[src/rtl/ffsha_pkg.sv]
// Package for the first-fit stack heap allocator.
// Holds sizes, codes and the token and write structs shared by the cell and the top level.
// No dependencies.
package ffsha_pkg;

  localparam int MaxBlocks   = 16;
  localparam int HeaderBytes = 24;
  localparam int AddrW       = 21;
  localparam int IdxW        = $clog2(MaxBlocks);
  localparam int CntW        = $clog2(MaxBlocks + 1);
  localparam int NeedW       = AddrW + 2;
  localparam int InDataW     = ((2 * AddrW + 7) / 8) * 8;
  localparam int OutDataW    = ((AddrW + 7) / 8) * 8;

  localparam logic [AddrW-1:0] CapReset = AddrW'(65536);

  typedef enum logic {
    FuncAlloc = 1'b0,
    FuncFree  = 1'b1
  } func_e;

  typedef enum logic [1:0] {
    StatOk      = 2'd0,
    StatNoSpace = 2'd1,
    StatUnknown = 2'd2,
    StatNull    = 2'd3
  } status_e;

  typedef struct packed {
    logic             valid;
    func_e            func;
    logic [AddrW-1:0] req;
    logic [AddrW-1:0] addr;
    logic             found;
    logic [AddrW-1:0] grant;
    logic             top_found;
    logic [CntW-1:0]  top_count;
    logic [AddrW-1:0] top_brk;
  } tok_t;

  typedef struct packed {
    logic             en;
    logic [IdxW-1:0]  idx;
    logic [AddrW-1:0] start;
    logic [AddrW-1:0] size;
  } wr_t;

endpackage

[src/rtl/ffsha_cell.sv]
// One table entry of the allocator: payload offset, payload size and free flag.
// Checks the passing search token, updates its entry and hands the token down.
// Depends on ffsha_pkg.
module ffsha_cell (
  input  logic                     clk_i,
  input  logic                     rst_ni,
  input  logic [ffsha_pkg::IdxW-1:0] cell_idx_i,
  input  logic [ffsha_pkg::CntW-1:0] count_i,
  input  ffsha_pkg::wr_t           wr_i,
  input  ffsha_pkg::tok_t          tok_i,
  output ffsha_pkg::tok_t          tok_o
);
  import ffsha_pkg::*;

  logic [AddrW-1:0] start_q;
  logic [AddrW-1:0] size_q;
  logic             free_q;
  tok_t             tok_q, tok_d;
  logic             active, hit_alloc, hit_free, free_post, wr_hit;

  assign active    = {1'b0, cell_idx_i} < count_i;
  assign hit_alloc = tok_i.valid && (tok_i.func == FuncAlloc) && active && !tok_i.found
                     && free_q && (size_q >= tok_i.req);
  assign hit_free  = tok_i.valid && (tok_i.func == FuncFree) && active
                     && (start_q == tok_i.addr);
  assign free_post = hit_free | free_q;
  assign wr_hit    = wr_i.en && (wr_i.idx == cell_idx_i);

  always_comb begin
    tok_d = tok_i;
    if (hit_alloc) begin
      tok_d.found = 1'b1;
      tok_d.grant = start_q;
    end
    if (hit_free) begin
      tok_d.found = 1'b1;
    end
    if ((tok_i.func == FuncFree) && active && !free_post && !tok_i.top_found) begin
      tok_d.top_found = 1'b1;
      tok_d.top_count = {1'b0, cell_idx_i} + CntW'(1);
      tok_d.top_brk   = start_q + size_q;
    end
  end

  always_ff @(posedge clk_i or negedge rst_ni) begin
    if (!rst_ni) begin
      tok_q <= '0;
    end else begin
      tok_q <= tok_d;
    end
  end

  always_ff @(posedge clk_i) begin
    if (wr_hit) begin
      start_q <= wr_i.start;
      size_q  <= wr_i.size;
      free_q  <= 1'b0;
    end else if (hit_alloc) begin
      free_q <= 1'b0;
    end else if (hit_free) begin
      free_q <= 1'b1;
    end
  end

  assign tok_o = tok_q;

endmodule

[src/rtl/first_fit_stack_heap_allocator.sv]
// First-fit stack heap allocator: one item at a time. The accepted item is registered, the
// search token walks the row of 16 table cells, one cell a cycle, and then the finish step
// registers the result; a result still waiting at the output when the next one finishes holds the
// finish step. A new item is taken once the previous result sits in the output register.
// Reset (async, active low) empties the heap: block count 0, break 0, capacity 65536.
module first_fit_stack_heap_allocator (
  input  logic                            clk_i,
  input  logic                            rst_ni,
  input  logic                            cfg_valid_i,
  output logic                            cfg_ready_o,
  input  logic [ffsha_pkg::AddrW-1:0]     cfg_data_i,    // heap_capacity
  input  logic                            s_axis_tvalid,
  output logic                            s_axis_tready,
  input  logic [ffsha_pkg::InDataW-1:0]   s_axis_tdata,  // req_size, address, zero pad
  input  logic [0:0]                      s_axis_tuser,  // func
  output logic                            m_axis_tvalid,
  input  logic                            m_axis_tready,
  output logic [ffsha_pkg::OutDataW-1:0]  m_axis_tdata,  // address_out, zero pad
  output logic [1:0]                      m_axis_tuser   // status
);
  import ffsha_pkg::*;

  typedef enum logic [2:0] {
    StIdle = 3'b001,
    StRun  = 3'b010,
    StFin  = 3'b100
  } state_e;

  state_e           state_q, state_d;
  logic [AddrW-1:0] cap_q;
  logic [CntW-1:0]  count_q, count_d;
  logic [AddrW-1:0] brk_q, brk_d;
  tok_t             inj_q, inj_d;
  tok_t             fin_q;
  logic             out_valid_q, out_valid_d;
  status_e          out_status_q, out_status_d;
  logic [AddrW-1:0] out_addr_q, out_addr_d;
  wr_t              wr;
  tok_t             tok_w [MaxBlocks+1];
  logic [MaxBlocks-1:0] tok_vld;
  logic [NeedW-1:0] need;
  logic             in_fire, out_free;

  assign cfg_ready_o   = 1'b1;
  assign s_axis_tready = (state_q == StIdle);
  assign in_fire       = s_axis_tvalid && s_axis_tready;
  assign out_free      = !out_valid_q || m_axis_tready;
  assign m_axis_tvalid = out_valid_q;
  assign m_axis_tuser  = out_status_q;
  assign m_axis_tdata  = OutDataW'(out_addr_q);

  assign tok_w[MaxBlocks] = inj_q;

  for (genvar i = 0; i < MaxBlocks; i++) begin : g_cell
    ffsha_cell u_cell (
      .clk_i      (clk_i),
      .rst_ni     (rst_ni),
      .cell_idx_i (IdxW'(i)),
      .count_i    (count_q),
      .wr_i       (wr),
      .tok_i      (tok_w[i+1]),
      .tok_o      (tok_w[i])
    );
    assign tok_vld[i] = tok_w[i+1].valid;
  end

  always_comb begin
    inj_d           = '0;
    inj_d.valid     = in_fire;
    inj_d.func      = func_e'(s_axis_tuser[0]);
    inj_d.req       = s_axis_tdata[AddrW-1:0];
    inj_d.addr      = s_axis_tdata[2*AddrW-1:AddrW];
  end

  assign need = NeedW'(brk_q) + NeedW'(HeaderBytes) + NeedW'(fin_q.req);

  always_comb begin
    state_d      = state_q;
    count_d      = count_q;
    brk_d        = brk_q;
    out_valid_d  = out_valid_q && !m_axis_tready;
    out_status_d = out_status_q;
    out_addr_d   = out_addr_q;
    wr           = '0;
    case (state_q)
      StIdle: begin
        if (in_fire) state_d = StRun;
      end
      StRun: begin
        if (tok_w[0].valid) state_d = StFin;
      end
      StFin: begin
        if (out_free) begin
          state_d     = StIdle;
          out_valid_d = 1'b1;
          out_addr_d  = '0;
          if (fin_q.func == FuncFree) begin
            if (fin_q.addr == '0) begin
              out_status_d = StatNull;
            end else if (!fin_q.found) begin
              out_status_d = StatUnknown;
            end else begin
              out_status_d = StatOk;
              count_d      = fin_q.top_found ? fin_q.top_count : '0;
              brk_d        = fin_q.top_found ? fin_q.top_brk : '0;
            end
          end else if (fin_q.found) begin
            out_status_d = StatOk;
            out_addr_d   = fin_q.grant;
          end else if ((count_q >= CntW'(MaxBlocks)) || (need > NeedW'(cap_q))) begin
            out_status_d = StatNoSpace;
          end else begin
            out_status_d = StatOk;
            out_addr_d   = brk_q + AddrW'(HeaderBytes);
            wr.en        = 1'b1;
            wr.idx       = count_q[IdxW-1:0];
            wr.start     = brk_q + AddrW'(HeaderBytes);
            wr.size      = fin_q.req;
            count_d      = count_q + CntW'(1);
            brk_d        = need[AddrW-1:0];
          end
        end
      end
      default: state_d = StIdle;
    endcase
  end

  always_ff @(posedge clk_i or negedge rst_ni) begin
    if (!rst_ni) begin
      state_q     <= StIdle;
      cap_q       <= CapReset;
      count_q     <= '0;
      brk_q       <= '0;
      inj_q       <= '0;
      out_valid_q <= 1'b0;
    end else begin
      state_q     <= state_d;
      count_q     <= count_d;
      brk_q       <= brk_d;
      inj_q       <= inj_d;
      out_valid_q <= out_valid_d;
      if (cfg_valid_i && cfg_ready_o) cap_q <= cfg_data_i;
    end
  end

  always_ff @(posedge clk_i) begin
    out_status_q    <= out_status_d;
    out_addr_q      <= out_addr_d;
    if (tok_w[0].valid) fin_q <= tok_w[0];
  end

`ifndef ASSERT_OFF
  a_count_range: assert property (@(posedge clk_i) disable iff (!rst_ni)
    count_q <= CntW'(MaxBlocks))
    else $error("block count above table size");

  a_one_token: assert property (@(posedge clk_i) disable iff (!rst_ni)
    $onehot0(tok_vld))
    else $error("more than one search token in the cell row");

  a_state_update: assert property (@(posedge clk_i) disable iff (!rst_ni)
    (!$stable(count_q) || !$stable(brk_q)) |-> $past(state_q == StFin))
    else $error("heap state changed outside the finish step");

  a_idle_no_token: assert property (@(posedge clk_i) disable iff (!rst_ni)
    (state_q == StIdle) |-> (tok_vld == '0))
    else $error("search token alive while idle");
`endif

endmodule
[config.mk]
export PLATFORM = sky130hd
export DESIGN_NAME = first_fit_stack_heap_allocator
export DESIGN_NICKNAME = d
export VERILOG_FILES = /design/src/rtl/ffsha_pkg.sv /design/src/rtl/ffsha_cell.sv /design/src/rtl/first_fit_stack_heap_allocator.sv
export SDC_FILE = /design/constraint.sdc
export NUM_CORES = 2
export LEC_CHECK = 0
export BUFFER_PORTS_ARGS = -buffer_cell sky130_fd_sc_hd__buf_2
export CORE_MARGIN = 4
export CORE_UTILIZATION = 44
export DETAILED_ROUTE_END_ITERATION = 10
export GPL_ROUTABILITY_DRIVEN = 1
export HOLD_SLACK_MARGIN = 0.08
export PLACE_DENSITY = 0.57
export SETUP_SLACK_MARGIN = 0.05
export SYNTH_ARGS = -nofsm -noshare
export SYNTH_HDL_FRONTEND = slang
export SYNTH_HIERARCHICAL = 1
export SYNTH_SLANG_ARGS = --single-unit
[constraint.sdc]
create_clock -name clk_i -period 11.8 [get_ports clk_i]
set_input_delay 2.36 -clock clk_i [delete_from_list [all_inputs] [get_ports clk_i]]
set_output_delay 2.36 -clock clk_i [all_outputs]
set_load 0.02 [all_outputs]
==> summary.md <==
| Metric | Value |
|---|---|
| Status | `completed` |
| Die footprint | `272,000 µm²` |
| Drt via density | `5.91` |
| First-pass GRT wire length | `585 mm` |
| Hold buffers post-CTS | `0` |
| Placement Rows | `188` |
| Comb power frac | `11.8%` |
| CP Capture Type | `register` |
| Net Sw Frac | `26.8%` |
| Final-report max-slew violation count | `0` |
| Initial antenna violation count | `26` |
| Fin. Hold Viols | `0` |
| Post-synthesis sequential area ratio | `54.9%` |
| Post-Route WL | `413 mm` |
| RSZ-0062 raised after global routing | `false` |
| Setup_tns | `0 ns` |
| Largest family of logic cells by synthesized area | `compound AO/OA/AOI/OAI gates` |
| Final setup viols | `0` |
| Chip width | `521 µm` |
| Starting Density | `44.2%` |
| Hold Path End | `g_cell[7].u_cell/tok_o[71]$_DFF_PN0_` |
| Max H-tree Level | `5` |
| Area share of fa/ha/maj cells after synthesis | `8.77%` |
| Dpl hpwl | `305 mm` |
| DR WL/cell | `29.7 µm` |
| Die Y | `521 µm` |
| CTS tree | `built` |
| Total grt overflow | `0` |
| CTS Sinks | `2,386` |
| Clock Skew | `0.0470 ns` |
| Complex-gate fraction of the synthesized area | `13.7%` |
| Worst ir drop on vdd | `0.113 mV` |
| Simple-gate portion of the synthesized area | `8.64%` |
| Total iterations of the first detailed-routing run | `6` |
| Fin crit share | `69.3%` |
| P_int | `15.3 mW` |
| Initial DRC count | `9,409` |
| CTS resizes | `0` |
| Reg clk slew, reported paths | `0.07 ns` |
| Leading area contributor after synthesis | `dfrtp_1` |
| Share of flip-flops with an asynchronous set or reset | `66.3%` |
| Slew headroom | `12.4%` |
| Synth Register Bits | `2,386` |
| Share of layout cells above drive strength 1 | `12.1%` |
| Multiplexer share of the synthesized area | `5.14%` |
| Switching Power | `5.59 mW` |
| CTS buffer count | `273` |
| Crit path kind | `register to register` |
| Synth cell types | `106` |
| Io pins | `104` |
| Clock buffer depth | `4` |
| Post-CTS Setup Bufs | `0` |
| Vias | `81,900` |
| Gate Count Post-Synth | `9,616` |
| Placer Congestion | `0.932` |
| Synth warn | `6` |
| Cell depth of the worst flop-to-flop path | `22` |
| Most frequent CP cell | `ha_1` |
| Worst flop-to-flop path endpoint | `g_cell[0].u_cell/size_q[14]$_DFFE_PP_` |
| Largest stage delay on the critical path | `0.83 ns` |
| Number of synthesized flops with an enable pin | `787` |
| P&R area growth vs syn | `13.1%` |
| IO buf count | `93` |
| WHS Path Cells | `0` |
| Post-Synth XOR/XNOR Area | `5.40%` |
| Pleak | `54.3 nW` |
| Hold wc startpoint | `g_cell[8].u_cell/tok_o[71]$_DFF_PN0_` |
| Syn avg cell area | `12.0 µm²` |
| Drt drc | `0` |
| Pwr dens | `159 nW/µm²` |
| Crit path max-delay family | `simple AND/OR/NAND/NOR gates` |
| Synthesized cell area | `116,000 µm²` |
| Vias in the first global route | `79,700` |
| Global-route usage over all layers | `29.8%` |
| FF-to-FF setup slack | `3.63 ns` |
| CP startpoint kind | `register` |
| Post-route minimum period | `8.17 ns` |
| Buffer and inverter count on the worst path | `5` |
| WP data required | `12.35 ns` |
| Worst setup margin | `3.63 ns` |
| Worst slack, placed | `3.84 ns` |
| CP Max Fanout | `38` |
| Top cell type's share of synthesized area | `34.1%` |
| Crit-path cells | `inv_1 > ha_1 > inv_1 > ha_1 > a211oi_1 > o211ai_1 > a32oi_2 > o21ai_0 > o21a_1 > nor2_1 > xnor2_1 > ha_1 > nand4_1 > or4_1 > a211oi_1 > o31ai_2 > nand4_4 > or2_2 > buf_4 > clkinv_2 > and2_1 > buf_4` |
| Hold Crit Class | `register to register` |
| Placeable Area | `262,000 µm²` |
| Worst Max-Slew Pin Slew | `1.31 ns` |
| Pin count of the biggest net entering global routing | `173` |
| Fmax | `122 MHz` |
| Slowest-stage cell, CP | `and2_1` |
| Antenna viol nets, final | `0` |
| CTS root buf | `clkbuf_16` |
| Synth area leaders | `dfrtp_1, edfxtp_1, ha_1` |
| Clock network fraction of design power | `42.2%` |
| Max Cap Viol | `0` |
| Skew-Pair Late Insertion Delay | `0.90 ns` |
| Seq pwr share | `45.9%` |
| CP arrival | `8.72 ns` |
| Reg2Reg Launch Point | `brk_q[3]$_DFFE_PN0P_` |
| Ys flop type | `dfrtp_1` |
| Layout net count | `11,000` |
## cell usage after synthesis (29+ instances only)
cell type and instances:
nor2b_1 58, a41oi_1 50, nand3_1 212, o21bai_1 29, mux2_4 232, inv_1 542, a31oi_1 47, or3_1 35
ha_1 785, a221oi_1 33, a21o_1 151, nand2_1 807, nor3_1 93, buf_6 39, nand4_1 124, clkbuf_1 280
mux2_2 187, and3_1 62, xor2_1 493, dfrtp_1 1581, and2_1 76, nand2b_1 54, nor2_1 281, o2111ai_1 245
nor4_1 120, xnor2_1 221, o31ai_1 121, o21ai_1 42, buf_2 29, a211oi_1 104, edfxtp_1 787, o21ai_0 386
a21oi_1 480, o21a_1 57, o211ai_1 292
## power by group through the flow
stage	Clock, mW	Sequential, mW	Combinational [mW]
2_1_floorplan	0	9.43	1.61
3_3_place_gp	0	9.73	2.41
3_5_place_dp	0	9.73	2.43
4_1_cts	8.96	9.58	2.45
5_1_grt	9.31	9.60	2.71
6_report	8.80	9.58	2.47
## area by class of cell
type / instances / area, µm²
antenna: 14 / 35.0
clock buffer: 379 / 7830
clock inverter: 120 / 1430
fill: 23000 / 131000
inverter: 544 / 2040
multi-input combinational: 6685 / 50100
sequential: 2386 / 63600
tap: 3515 / 4400
timing repair buffer: 233 / 1610
## stage by stage
step,util (%),hold WS [ns],power (mW),instance area (µm²),instances
final,50.0,0.364,20.8,131000,13900
after global routing,49.9,0.379,21.6,131000,13900
after CTS,49.9,0.367,21.0,131000,13900
after detailed placement,46.4,0.360,12.2,122000,13400
after global placement,46.4,0.359,12.1,122000,13400
after floorplan,-,0.354,11.0,117000,9982
## state kept, by name, indices dropped and copies added (netlist names)
register / count
brk_q: 21
inj_q: 44
g_cell.u_cell/start_q: 336
m_axis_tvalid: 1
g_cell.u_cell/tok_o: 1488
cap_q: 21
m_axis_tuser: 2
out_addr_q: 21
g_cell.u_cell/size_q: 336
g_cell.u_cell/free_q: 16
count_q: 5
state_q: 3
fin_q: 92
## routing by layer
metal	vias up	wire [µm]	GRT usage (%)	part of all wire, %
li1	36100	-	-	-
met1	41600	173000	40.8	42
met2	3469	190000	47.2	46
met3	741	31200	5.63	7.6
met4	6	17500	11.0	4.2
met5	-	41	0	0.0099
## cells in the final DEF, fill, tap and decap left out, types with 60 or more instances in the layout
cell type | Yosys | layout
a211oi_1 | 104 | 104
a21o_1 | 151 | 151
a21oi_1 | 480 | 478
and2_1 | 76 | 72
and3_1 | 62 | 62
buf_2 | 29 | 92
buf_4 | 5 | 134
clkbuf_1 | 280 | 60
clkbuf_16 | 0 | 285
conb_1 | 2 | 368
dfrtp_1 | 1581 | 1579
edfxtp_1 | 787 | 787
ha_1 | 785 | 785
inv_1 | 542 | 542
mux2_2 | 187 | 187
mux2_4 | 232 | 232
nand2_1 | 807 | 807
nand3_1 | 212 | 212
nand4_1 | 124 | 124
nor2_1 | 281 | 257
nor3_1 | 93 | 93
nor4_1 | 120 | 103
o2111ai_1 | 245 | 244
o211ai_1 | 292 | 292
o21ai_0 | 386 | 372
o31ai_1 | 121 | 121
xnor2_1 | 221 | 219
xor2_1 | 493 | 493
## how the worst max path moves through the flow
| stage | end | depth (start not counted) | start |
|---|---|---|---|
| floorplan | g_cell[12].u_cell/free_q$_SDFFE_PP0P_ | 23 | brk_q[9]$_DFFE_PN0P_ |
| global placement | g_cell[10].u_cell/size_q[15]$_DFFE_PP_ | 24 | brk_q[3]$_DFFE_PN0P_ |
| detailed placement | g_cell[9].u_cell/size_q[14]$_DFFE_PP_ | 22 | brk_q[3]$_DFFE_PN0P_ |
| CTS | g_cell[10].u_cell/size_q[17]$_DFFE_PP_ | 24 | brk_q[3]$_DFFE_PN0P_ |
| global route | g_cell[10].u_cell/size_q[18]$_DFFE_PP_ | 24 | brk_q[3]$_DFFE_PN0P_ |
| finish | g_cell[0].u_cell/size_q[14]$_DFFE_PP_ | 22 | brk_q[3]$_DFFE_PN0P_ |
## logic make-up (layout without fill, tap and decap cells)
group / after synthesis / after routing
buffers and inverters: 911 / 1276
and+or+nand+nor: 2050 / 2050
adders and majority gates: 802 / 802
AOI/OAI and AO/OA: 2297 / 2297
DFF: 2386 / 2386
xor gates and xnor gates: 714 / 714
other: 2 / 382
muxes: 454 / 454
No activity file was read; power rests on OpenSTA's default activity.
